<file path="src/rtl/stt_pkg.sv">
package stt_pkg;

  localparam int MaxResults = 3;

  localparam logic [1:0] KIND_CHAR = 2'd0;
  localparam logic [1:0] KIND_END  = 2'd1;
  localparam logic [1:0] KIND_EOT  = 2'd2;

  localparam logic [1:0] CLS_IDENT  = 2'd0;
  localparam logic [1:0] CLS_NUMBER = 2'd1;
  localparam logic [1:0] CLS_STRING = 2'd2;
  localparam logic [1:0] CLS_OP     = 2'd3;

  typedef struct packed {
    logic [1:0]  item_kind;
    logic [1:0]  token_class;
    logic [7:0]  token_char;
    logic [15:0] tokens_so_far;
    logic        was_truncated;
    logic        last_of_run;
  } tok_t;

  typedef struct packed {
    tok_t [MaxResults-1:0] slot;
    logic [1:0]            count;
  } step_t;

endpackage

</file>
<file path="src/rtl/stt_byte_if.sv">
interface stt_byte_if;
  logic       valid;
  logic       ready;
  logic [7:0] text_byte;

  modport source (output valid, output text_byte, input ready);
  modport sink (input valid, input text_byte, output ready);
endinterface

</file>
<file path="src/rtl/stt_tok_if.sv">
interface stt_tok_if;
  logic        valid;
  logic        ready;
  logic [1:0]  item_kind;
  logic [1:0]  token_class;
  logic [7:0]  token_char;
  logic [15:0] tokens_so_far;
  logic        was_truncated;
  logic        last_of_run;

  modport source (output valid, output item_kind, output token_class, output token_char,
                  output tokens_so_far, output was_truncated, output last_of_run,
                  input ready);
  modport sink (input valid, input item_kind, input token_class, input token_char,
                input tokens_so_far, input was_truncated, input last_of_run,
                output ready);
endinterface

</file>
<file path="src/rtl/stt_scan.sv">
module stt_scan #(
  parameter int TOKEN_CHARS = 64
) (
  input  logic           clk,
  input  logic           rst,
  input  logic           cfg_we,
  input  logic [15:0]    cfg_data,
  input  logic           fire,
  input  logic [7:0]     text_byte,
  output stt_pkg::step_t step
);
  import stt_pkg::*;

  localparam int CW = $clog2(TOKEN_CHARS + 1);

  localparam logic [2:0] MODE_IDLE    = 3'd0;
  localparam logic [2:0] MODE_COMMENT = 3'd1;
  localparam logic [2:0] MODE_IDENT   = 3'd2;
  localparam logic [2:0] MODE_NUMBER  = 3'd3;
  localparam logic [2:0] MODE_STRING  = 3'd4;

  localparam logic [7:0] CH_NUL   = 8'd0;
  localparam logic [7:0] CH_LF    = 8'd10;
  localparam logic [7:0] CH_QUOTE = 8'd34;
  localparam logic [7:0] CH_HASH  = 8'd35;
  localparam logic [7:0] CH_BANG  = 8'd33;
  localparam logic [7:0] CH_LT    = 8'd60;
  localparam logic [7:0] CH_EQ    = 8'd61;
  localparam logic [7:0] CH_GT    = 8'd62;
  localparam logic [7:0] CH_US    = 8'd95;

  function automatic logic is_space(input logic [7:0] c);
    return (c == 8'd32) || (c >= 8'd9 && c <= 8'd13);
  endfunction

  function automatic logic is_digit(input logic [7:0] c);
    return c >= 8'd48 && c <= 8'd57;
  endfunction

  function automatic logic is_alpha(input logic [7:0] c);
    return (c >= 8'd65 && c <= 8'd90) || (c >= 8'd97 && c <= 8'd122);
  endfunction

  function automatic tok_t mk(input logic [1:0] kind, input logic [1:0] cls,
                              input logic [7:0] ch, input logic [15:0] cnt,
                              input logic tr);
    tok_t t;
    t.item_kind     = kind;
    t.token_class   = cls;
    t.token_char    = ch;
    t.tokens_so_far = cnt;
    t.was_truncated = tr;
    t.last_of_run   = 1'b0;
    return t;
  endfunction

  logic [15:0]   limit;
  logic [2:0]    mode, mode_next;
  logic          pend, pend_next;
  logic [15:0]   count, count_next;
  logic [CW-1:0] chars, chars_next;
  logic          ovf, ovf_next;

  always_comb begin
    logic [7:0] c;
    logic [1:0] n;
    logic       add_a, end_a, fresh;
    logic [1:0] cls_a;
    step_t      r;
    c         = text_byte;
    n         = 2'd0;
    r         = '0;
    add_a     = 1'b0;
    end_a     = 1'b0;
    fresh     = 1'b0;
    cls_a     = CLS_OP;
    mode_next  = mode;
    pend_next  = pend;
    count_next = count;
    chars_next = chars;
    ovf_next   = ovf;

    if (pend) begin
      cls_a = CLS_OP;
      end_a = 1'b1;
      if (c == CH_EQ) add_a = 1'b1;
      else fresh = 1'b1;
    end else begin
      unique case (mode)
        MODE_COMMENT: begin
          if (c == CH_LF || c == CH_NUL) begin
            mode_next = MODE_IDLE;
            fresh     = 1'b1;
          end
        end
        MODE_IDENT: begin
          cls_a = CLS_IDENT;
          if (is_alpha(c) || is_digit(c) || c == CH_US) add_a = 1'b1;
          else begin
            end_a = 1'b1;
            fresh = 1'b1;
          end
        end
        MODE_NUMBER: begin
          cls_a = CLS_NUMBER;
          if (is_digit(c)) add_a = 1'b1;
          else begin
            end_a = 1'b1;
            fresh = 1'b1;
          end
        end
        MODE_STRING: begin
          cls_a = CLS_STRING;
          if (c == CH_QUOTE) end_a = 1'b1;
          else if (c == CH_NUL) begin
            end_a = 1'b1;
            fresh = 1'b1;
          end else add_a = 1'b1;
        end
        default: begin
          mode_next = MODE_IDLE;
          fresh     = 1'b1;
        end
      endcase
    end

    if (add_a) begin
      if (chars_next < CW'(TOKEN_CHARS)) begin
        r.slot[n]  = mk(KIND_CHAR, cls_a, c, count_next, 1'b0);
        n          = n + 2'd1;
        chars_next = chars_next + CW'(1);
      end else begin
        ovf_next = 1'b1;
      end
    end

    if (end_a) begin
      r.slot[n]  = mk(KIND_END, cls_a, CH_NUL, count_next, ovf_next);
      n          = n + 2'd1;
      count_next = count_next + 16'd1;
      mode_next  = MODE_IDLE;
      pend_next  = 1'b0;
      chars_next = '0;
      ovf_next   = 1'b0;
    end

    if (fresh) begin
      priority if (c == CH_NUL) begin
        r.slot[n]  = mk(KIND_EOT, CLS_IDENT, CH_NUL, count_next, 1'b0);
        n          = n + 2'd1;
        mode_next  = MODE_IDLE;
        pend_next  = 1'b0;
        count_next = '0;
        chars_next = '0;
        ovf_next   = 1'b0;
      end else if (count_next >= limit || is_space(c)) begin
      end else if (c == CH_HASH) begin
        mode_next = MODE_COMMENT;
      end else if (c == CH_QUOTE) begin
        mode_next  = MODE_STRING;
        chars_next = '0;
        ovf_next   = 1'b0;
      end else if (is_alpha(c) || c == CH_US || is_digit(c)) begin
        mode_next  = is_digit(c) ? MODE_NUMBER : MODE_IDENT;
        r.slot[n]  = mk(KIND_CHAR, is_digit(c) ? CLS_NUMBER : CLS_IDENT, c, count_next, 1'b0);
        n          = n + 2'd1;
        chars_next = CW'(1);
        ovf_next   = 1'b0;
      end else begin
        mode_next = MODE_IDLE;
        r.slot[n] = mk(KIND_CHAR, CLS_OP, c, count_next, 1'b0);
        n         = n + 2'd1;
        ovf_next  = 1'b0;
        if (c == CH_EQ || c == CH_BANG || c == CH_LT || c == CH_GT) begin
          pend_next  = 1'b1;
          chars_next = CW'(1);
        end else begin
          r.slot[n]  = mk(KIND_END, CLS_OP, CH_NUL, count_next, 1'b0);
          n          = n + 2'd1;
          count_next = count_next + 16'd1;
          chars_next = '0;
        end
      end
    end

    if (n != 2'd0) r.slot[n - 2'd1].last_of_run = 1'b1;
    r.count = n;
    step    = r;
  end

  always_ff @(posedge clk) begin
    if (rst) begin
      limit <= 16'd1024;
      mode  <= MODE_IDLE;
      pend  <= 1'b0;
      count <= '0;
      chars <= '0;
      ovf   <= 1'b0;
    end else begin
      if (cfg_we) limit <= cfg_data;
      if (fire) begin
        mode  <= mode_next;
        pend  <= pend_next;
        count <= count_next;
        chars <= chars_next;
        ovf   <= ovf_next;
      end
    end
  end

endmodule

</file>
<file path="src/rtl/stt_outq.sv">
module stt_outq (
  input  logic           clk,
  input  logic           rst,
  input  logic           load,
  input  stt_pkg::step_t step,
  output logic           in_ready,
  output logic           out_valid,
  output stt_pkg::tok_t  out_item,
  input  logic           out_ready
);
  import stt_pkg::*;

  tok_t       slot [MaxResults];
  logic [1:0] cnt;
  logic [1:0] rd;
  logic       pop;

  assign out_valid = cnt != 2'd0;
  assign pop       = out_valid && out_ready;
  assign in_ready  = (cnt == 2'd0) || (cnt == 2'd1 && out_ready);
  assign out_item  = slot[rd];

  always_ff @(posedge clk) begin
    if (rst) begin
      cnt <= '0;
      rd  <= '0;
    end else if (load) begin
      cnt <= step.count;
      rd  <= '0;
    end else if (pop) begin
      cnt <= cnt - 2'd1;
      rd  <= rd + 2'd1;
    end
  end

  always_ff @(posedge clk) begin
    if (load) begin
      for (int i = 0; i < MaxResults; i++) slot[i] <= step.slot[i];
    end
  end

endmodule

</file>
<file path="src/rtl/source_text_tokenizer.sv">
// channel | dir | handshake     | payload
// src     | in  | valid / ready | text_byte
// tok     | out | valid / ready | item_kind token_class token_char tokens_so_far
//         |     |               | was_truncated last_of_run
// cfg     | in  | cfg_we        | cfg_data (token_limit)
//
// A byte is scanned in the cycle it transfers; its results appear on tok the next cycle.
// Bytes with at most one result sustain one byte per cycle while tok is ready; a byte with
// more results holds src until the last of them leaves the three-entry result buffer.
// rst is synchronous; token_limit resets to 1024, scanner state to idle, buffer empty.
// src is ready while the buffer is empty or its last result transfers; a stalled tok blocks src.
module source_text_tokenizer #(
  parameter int TOKEN_CHARS = 64
) (
  input logic        clk,
  input logic        rst,
  input logic        cfg_we,
  input logic [15:0] cfg_data,
  stt_byte_if.sink   src,
  stt_tok_if.source  tok
);
  import stt_pkg::*;

  step_t step;
  tok_t  head;
  logic  fire;

  assign fire = src.valid && src.ready;

  stt_scan #(
    .TOKEN_CHARS(TOKEN_CHARS)
  ) u_scan (
    .clk      (clk),
    .rst      (rst),
    .cfg_we   (cfg_we),
    .cfg_data (cfg_data),
    .fire     (fire),
    .text_byte(src.text_byte),
    .step     (step)
  );

  stt_outq u_outq (
    .clk      (clk),
    .rst      (rst),
    .load     (fire),
    .step     (step),
    .in_ready (src.ready),
    .out_valid(tok.valid),
    .out_item (head),
    .out_ready(tok.ready)
  );

  assign tok.item_kind     = head.item_kind;
  assign tok.token_class   = head.token_class;
  assign tok.token_char    = head.token_char;
  assign tok.tokens_so_far = head.tokens_so_far;
  assign tok.was_truncated = head.was_truncated;
  assign tok.last_of_run   = head.last_of_run;

  a_results_follow: assert property (@(posedge clk) disable iff (rst)
    (fire && step.count != 2'd0) |=> tok.valid)
    else $error("results of a transferred byte not presented");

  a_run_continues: assert property (@(posedge clk) disable iff (rst)
    (tok.valid && tok.ready && !tok.last_of_run) |=> tok.valid)
    else $error("run ended without last_of_run");

  a_eot_last: assert property (@(posedge clk) disable iff (rst)
    (tok.valid && tok.item_kind == KIND_EOT) |-> tok.last_of_run)
    else $error("end of text not last in run");

endmodule
</file>
<file path="src/flat_wrapper.sv">
// flat-port wrapper written by rule: the top's interface ports become plain ports
module source_text_tokenizer_flat import stt_pkg::*;
#(
  parameter int TOKEN_CHARS = 64
)
  (clk, rst, cfg_we, cfg_data, src_valid, src_text_byte, src_ready, tok_valid, tok_item_kind, tok_token_class, tok_token_char, tok_tokens_so_far, tok_was_truncated, tok_last_of_run, tok_ready);
  stt_byte_if src_i ();
  stt_tok_if tok_i ();
  input logic clk;
  input logic rst;
  input logic cfg_we;
  input logic [15:0] cfg_data;
  input wire logic [$bits(src_i.valid)-1:0] src_valid;
  input wire logic [$bits(src_i.text_byte)-1:0] src_text_byte;
  output wire logic [$bits(src_i.ready)-1:0] src_ready;
  output wire logic [$bits(tok_i.valid)-1:0] tok_valid;
  output wire logic [$bits(tok_i.item_kind)-1:0] tok_item_kind;
  output wire logic [$bits(tok_i.token_class)-1:0] tok_token_class;
  output wire logic [$bits(tok_i.token_char)-1:0] tok_token_char;
  output wire logic [$bits(tok_i.tokens_so_far)-1:0] tok_tokens_so_far;
  output wire logic [$bits(tok_i.was_truncated)-1:0] tok_was_truncated;
  output wire logic [$bits(tok_i.last_of_run)-1:0] tok_last_of_run;
  input wire logic [$bits(tok_i.ready)-1:0] tok_ready;
  assign src_i.valid = src_valid;
  assign src_i.text_byte = src_text_byte;
  assign src_ready = src_i.ready;
  assign tok_valid = tok_i.valid;
  assign tok_item_kind = tok_i.item_kind;
  assign tok_token_class = tok_i.token_class;
  assign tok_token_char = tok_i.token_char;
  assign tok_tokens_so_far = tok_i.tokens_so_far;
  assign tok_was_truncated = tok_i.was_truncated;
  assign tok_last_of_run = tok_i.last_of_run;
  assign tok_i.ready = tok_ready;
  source_text_tokenizer #(.TOKEN_CHARS(TOKEN_CHARS)) u_core (.clk(clk), .rst(rst), .cfg_we(cfg_we), .cfg_data(cfg_data), .src(src_i), .tok(tok_i));
endmodule
</file>
<file path="config.mk">
export PLATFORM = sky130hd
export DESIGN_NAME = source_text_tokenizer_flat
export DESIGN_NICKNAME = d
export VERILOG_FILES = /design/src/rtl/stt_pkg.sv /design/src/rtl/stt_byte_if.sv /design/src/rtl/stt_tok_if.sv /design/src/rtl/stt_scan.sv /design/src/rtl/stt_outq.sv /design/src/rtl/source_text_tokenizer.sv /design/src/flat_wrapper.sv
export SDC_FILE = /design/constraint.sdc
export NUM_CORES = 1
export LEC_CHECK = 0
export BUFFER_PORTS_ARGS = -buffer_cell sky130_fd_sc_hd__buf_2
export CAP_MARGIN = 40
export CORE_MARGIN = 4
export CORE_UTILIZATION = 46
export CTS_CLUSTER_DIAMETER = 80
export CTS_CLUSTER_SIZE = 28
export DETAILED_ROUTE_END_ITERATION = 7
export PLACE_DENSITY = 0.66
export SLEW_MARGIN = 20
export SYNTH_ARGS = -nofsm -noshare
export SYNTH_HDL_FRONTEND = slang
export SYNTH_SLANG_ARGS = --single-unit
</file>
<file path="constraint.sdc">
create_clock -name clk -period 7.1 [get_ports clk]
set_input_delay 1.42 -clock clk [delete_from_list [all_inputs] [get_ports clk]]
set_output_delay 1.42 -clock clk [all_outputs]
set_load 0.05 [all_outputs]
</file>
# Yosys cells after proc, flatten, opt, wreduce, memory -nomap -nowiden
# Memory sizes are Yosys's and may differ from the RTL's. A register that Yosys moved wholly into a read port is not among the register bits.
# Cells that the tools add are included.
# word_totals
reg_bits	48
latchBits	0
ram_bits	90
romBits	0
inputBits	29
out_inout_bits	32
word_cells	186
n_memories	1
# classes
addsub	9
multipliers	0
n_div	0
n_lt_le_gt_ge	18
n_eq_ne	14
n_shift	0
mux	106
bitwise	0
reduce_logical	30
# mem_list
memory	words	width	rd	rd_clocked_by_memory_dff	wr	line	rtl
u_core.u_outq.slot	3	30	1	1	3	stt_outq.sv:13	tok_t slot [MaxResults];
# op_table
operator	n
$mux W90	9
$bwmux W90	6
$demux W30 S2	4
$mux W16	8
$mux W30	3
$eq A8 B6 Y1 const B	7
$mux W28	2
$mux W7	7
$mux W1	40
$add A16 B1 Y16 const B	2
$mux W2	14
$mux W3	8
$ge A16 B16 Y1	1
$ge A8 B7 Y1 const B	2
$le A8 B7 Y1 const B	2
$logic_or A1 B1 Y1	12
$lt A2 B3 Y1 const B	4
$logic_and A1 B1 Y1	11
$add A2 B1 Y2 const B	4
$eq A8 B4 Y1 const B	1
$eq A8 B7 Y1 const B	1
$ge A2 B1 Y1 const B	4
$ge A8 B4 Y1 const B	1
$ge A8 B6 Y1 const B	1
other kinds (18)	23

# Logic depth before layout (Yosys ltp)
# logic_depth
depth_word	27
mapped_depth	24
depth_no_buf	20

# Cells and area by module
# From an unflattened synthesis, not the netlist that was laid out.
# hier_totals
cells_unflattened	897
hier_area_um2	8266.7
# by_module_without_submodules
module	n_inst	cells_per_inst	area_per_inst_um2	seq_area_each_um2
stt_scan	1	675	4650.7	880.8
stt_outq	1	221	3609.7	2822.7
source_text_tokenizer	1	1	6.3	0.0

# Worst setup path after synthesis
# No wires, ideal clock.
# synth_timing
kind	input-to-reg
start	input src_text_byte[7]
end	register u_core.u_scan.count[11]
arrival_time_ps	5631
t_required_ps	6986
slack_ps	1355
stages	20
cell_sequence	clkbuf_1 > nor3b_2 > nand3_2 > a311o_1 > buf_4 > o2111ai_1 > xor2_1 > inv_1 > ha_1 > a21o_1 > a21oi_1 > o211ai_1 > or3_1 > nor2_1 > and3_1 > buf_4 > nand3b_2 > o31ai_2 > o21ai_0 > a21bo_1
# synth_via
elab_chain_cells	17
# synth_lines
item	line	rtl
start, declared	flat_wrapper.sv:14	input wire logic [$bits(src_i.text_byte)-1:0] src_text_byte;
$ge A8 B7 Y1 / $le A8 B7 Y1 (equally long branches)	stt_scan.sv:41	return (c >= 8'd65 && c <= 8'd90) || (c >= 8'd97 && c <= 8'd122);
$logic_and A1 B1 Y1	stt_scan.sv:41	
$logic_or A1 B1 Y1	stt_scan.sv:41	
$logic_or A1 B1 Y1 (2 in a row)	stt_scan.sv:98	if (is_alpha(c) || is_digit(c) || c == CH_US) add_a = 1'b1;
$mux W1	stt_scan.sv:98	
$pmux W1 S3	stt_scan.sv:89	unique case (mode)
$mux W1	stt_scan.sv:83	if (pend) begin
$mux W16	stt_scan.sv:137	if (end_a) begin
$add A16 B1 Y16	stt_scan.sv:180	count_next = count_next + 16'd1;
$mux W16	stt_scan.sv:174	if (c == CH_EQ || c == CH_BANG || c == CH_LT || c == CH_GT) begin
$mux W16	stt_scan.sv:163	end else if (is_alpha(c) || c == CH_US || is_digit(c)) begin
$mux W16	stt_scan.sv:159	end else if (c == CH_QUOTE) begin
$mux W16	stt_scan.sv:157	end else if (c == CH_HASH) begin
$mux W16	stt_scan.sv:156	end else if (count_next >= limit || is_space(c)) begin
$mux W16	stt_scan.sv:148	priority if (c == CH_NUL) begin
$mux W16 *	stt_scan.sv:147	if (fresh) begin
end signal, assigned	stt_scan.sv:204	count <= count_next;
end, declared	stt_scan.sv:60	logic [15:0] count, count_next;
# Mark *: on every way between the ends. The rest lies on a longest branch, timed or not.
# A chain may end at the register's enable or synchronous reset.

# Worst setup path in the final report
# Same ends and word-level chain as after synthesis.

==> summary.txt <==
Run status
  – Result of the run: completed

Placed design
  – Half-perimeter wire length after detailed placement: 15,100 µm
  – Placer Congestion: 0.960
  – Count of input and output buffers: 60

Hold path
  – Min-Delay Endpoint: u_core.u_scan.limit[14]
  – Startpoint of the most critical hold path: u_core.u_scan.limit[14]
  – Count of cells along the worst hold path: 2
  – Classification of the worst-slack hold path: register to register

GRT
  – Wire length of the first global-routing pass: 34,000 µm
  – Number of antenna violations at the first check in global routing: 0
  – Maximum number of pins on one net before global-route repair: 73
  – Remaining global-route overflow: 0
  – Via count of the first global-routing pass: 6,217
  – Global-route usage over all layers: 21.4%

Setup path
  – Flop-to-flop setup slack: 1.86 ns
  – Worst setup SP type: input port
  – Worst-path fanout max: 12
  – Category of the most critical setup path: input port to register
  – Worst r2r path cells: 19
  – FF-to-FF Start: u_core.u_scan.count[1]
  – Endpoint of the lowest-slack register-to-register path: u_core.u_scan.count[11]
  – Setup crit end kind: register
  – Signal arrival time at the worst endpoint: around 6.5 ns
  – Worst endpoint required time: 7.42 ns

Timing
  – Setup total negative slack: 0 ns
  – Relative max-transition margin: 46.8%
  – Final Slew Violations: 0
  – Setup-violating endpoint count in the final report: 0
  – Endpoints failing hold: 0
  – RSZ-0062 raised after global routing: no
  – Min cycle time layout: 6.17 ns
  – Fin crit share: around 87%
  – Actual slew at the worst max-slew pin: 0.796 ns
  – Highest clock frequency the design can meet: about 160 MHz
  – Setup clock skew after layout: 0.0184 ns
  – Worst hold-check slack: 0.491 ns

Final layout
  – Post-layout nets: 991
  – Area growth from synthesis to final layout: 14.4%
  – Count of antenna diodes in the layout: 0
  – Share of final-layout standard cells stronger than drive strength 1: 16.0%

Clock network
  – Clock Pin Slew Worst Setup and Hold Paths: 0.06 ns
  – CTS tree: yes
  – Post-CTS setup buffer count: 0
  – Clock Sinks: 139
  – Number of clock buffers inserted by TritonCTS: 17
  – Hold Buf Count CTS: 0
  – CTS Root Cell: clkbuf_16
  – Post-cts sizing count: 0
  – Max H-tree Level: 4
  – Buffers from clock root to sink, at most: 2
  – Insertion delay to the later sink of the worst-skew pair: 0.44 ns

Yosys
  – Number of warnings printed during yosys synthesis: 0
  – Area fraction of the dominant cell type after synthesis: between 30% and 40%
  – Number of enable-type register cells in the synthesized netlist: 89
  – Syn_nets: 945
  – Leading area contributor after synthesis: edfxtp_1
  – Total of flip-flops plus latches after synthesis: 139
  – Seq/Total Area, Yosys: 44.5%
  – Distinct cell type count after synthesis: 83
  – Synthesized cell area: 8260 µm²
  – Post-synthesis async set-or-reset flop share: 0%
  – Biggest area contributors in the synthesized netlist: edfxtp_1, dfxtp_1, mux2i_1
  – Synthesized netlist cell count: just under 900
  – Average size of a mapped cell: 9.27 µm²
  – Primary flip-flop cell chosen by synthesis mapping: edfxtp_1

Die
  – Die Height: 142 µm
  – Die area: 20,200 µm²
  – Initial cell density of the core: 47.4%
  – Horizontal extent of the die: 142 µm
  – Placeable core region: 17,400 µm²
  – Row count: 48
  – Number of placed I/O pins: 61

Routing
  – Number of remaining DRC errors: 0
  – Number of detailed-route iterations in the first pass: 5
  – Via density per instance: 5.66
  – Total wire length: 21,000 µm
  – WL per Instance: 17.8 µm
  – Residual antenna-violating net count after detailed routing: 0
  – Vias after detailed routing: 6,639
  – Number of design-rule violations left by the first detailed-router iteration: 692

Power and ir drop
  – Largest voltage drop on the vdd net: 0.311 mV
  – Leakage power total: around 0.0037 µW
  – Cell Pwr Density: 341 nW/µm²

Flow run
  – Maximum Capacitance Violations: 0
[stage by stage]
step	setup slack, ns	instances	power (µW)	util [%]	cell area, µm²
6_report	0.925	1174	3220	54.3	9450
5_1_grt	0.471	1174	3380	54.3	9450
4_1_cts	0.988	1173	3220	54.1	9420
3_5_place_dp	0.546	1142	2270	50.5	8790
3_3_place_gp	0.596	1138	2250	50.1	8730
2_1_floorplan	1.35	891	1980	-	8260
[sequential cells by signal, indices dropped and copies added, names as in the netlist, named ones only]
name / count
u_core.u_scan.pend: 1
u_core.u_scan.mode: 3
u_core.u_scan.chars: 7
u_core.u_scan.limit: 16
u_core.u_outq.slot: 89
u_core.u_outq.rd: 2
u_core.u_scan.count: 16
u_core.u_outq.cnt: 2
u_core.u_scan.ovf: 1
[Yosys cell counts (13+ instances only)]
master,instances
nand2_1,110
nor2_1,93
edfxtp_1,89
o21ai_0,65
mux2i_1,58
dfxtp_1,50
inv_1,45
clkbuf_1,38
and2_1,28
a21oi_1,25
ha_1,25
xnor2_1,21
nand3_1,16
and3_1,13
o22ai_1,13
[layout by cell type, fill, tap and decap left out, types with 4 or more instances in the layout]
cell type and instances:
clkbuf_16 17, nor3_1 12, o2111ai_1 4, bufinv_16 5, or3_1 4, mux2i_1 58, and2_1 28, o21ai_0 65
xnor2_1 21, a22oi_1 5, nor2_1 93, nand3_1 16, buf_2 60, ha_1 25, dfxtp_1 48, a31oi_1 9
a211oi_1 5, nor4_2 4, nor2b_1 7, o21ai_2 5, and3_1 13, buf_4 21, nand4_1 9, o21ai_1 12
o211ai_1 10, xor2_1 10, a21oi_1 25, o22ai_1 13, nand2_1 110, o31ai_1 10, edfxtp_1 89, inv_1 44
[critical path, cell delays in order]
cell and delay (ns):
buf_2 0.17, nor3b_2 0.36, nand3_2 0.24, a311o_1 0.39
buf_4 0.20, o2111ai_1 0.23, xor2_1 0.44, inv_1 0.14
ha_1 0.33, a21o_1 0.18, a21oi_1 0.21, o211ai_1 0.11
or3_1 0.33, nor2_1 0.46, and3_1 0.45, nand3b_2 0.24
o31ai_2 0.29, o21ai_0 0.11, a21bo_1 0.21
[how the worst max path moves through the flow]
stage	from	to	slack, ns	cells after the start
global placement	src_text_byte[2]	u_core.u_scan.count[15]	0.60	20
global route	src_text_byte[2]	u_core.u_scan.count[15]	0.47	20
floorplan	src_text_byte[7]	u_core.u_scan.count[11]	1.35	20
CTS	src_text_byte[2]	u_core.u_scan.count[11]	0.99	20
finish	src_text_byte[7]	u_core.u_scan.count[11]	0.93	19
detailed placement	src_text_byte[2]	u_core.u_scan.count[11]	0.55	20
[power by group]
part           switching (µW)  total (µW)  internal (µW)
combinational             787        1100            310
sequential               83.5        1170           1080
clock                     341         959            618
[logic make-up (layout without fill, tap and decap cells)]
kind of cell	count (synthesis)	after routing	share of synthesized area, %
xor+xnor	34	34	3.88
mux	58	58	7.03
simple gates	331	331	20.1
buf+inv	105	163	5.29
fa+ha+maj	25	25	3.79
flops	139	139	44.5
compound gates	199	199	15.5
[cell type report]
class | count | area [µm²]
Multi-Input combinational cell | 647 | 4150
Fill cell | 1587 | 7970
Tap cell | 225 | 282
Clock buffer | 18 | 429
Clock inverter | 13 | 200
Timing Repair Buffer | 84 | 533
Inverter | 48 | 181
Sequential cell | 139 | 3680
[per-layer routing]
metal	part of all wire [%]	vias to the layer above	GRT usage (%)	wire length, µm
li1	-	3274	-	-
met1	48	3096	32.4	10100
met2	43	243	30.9	9030
met3	6.9	26	3.73	1450
met4	1.9	0	7.12	390
met5	0	-	0	0
(Power assumes the default switching activity.)
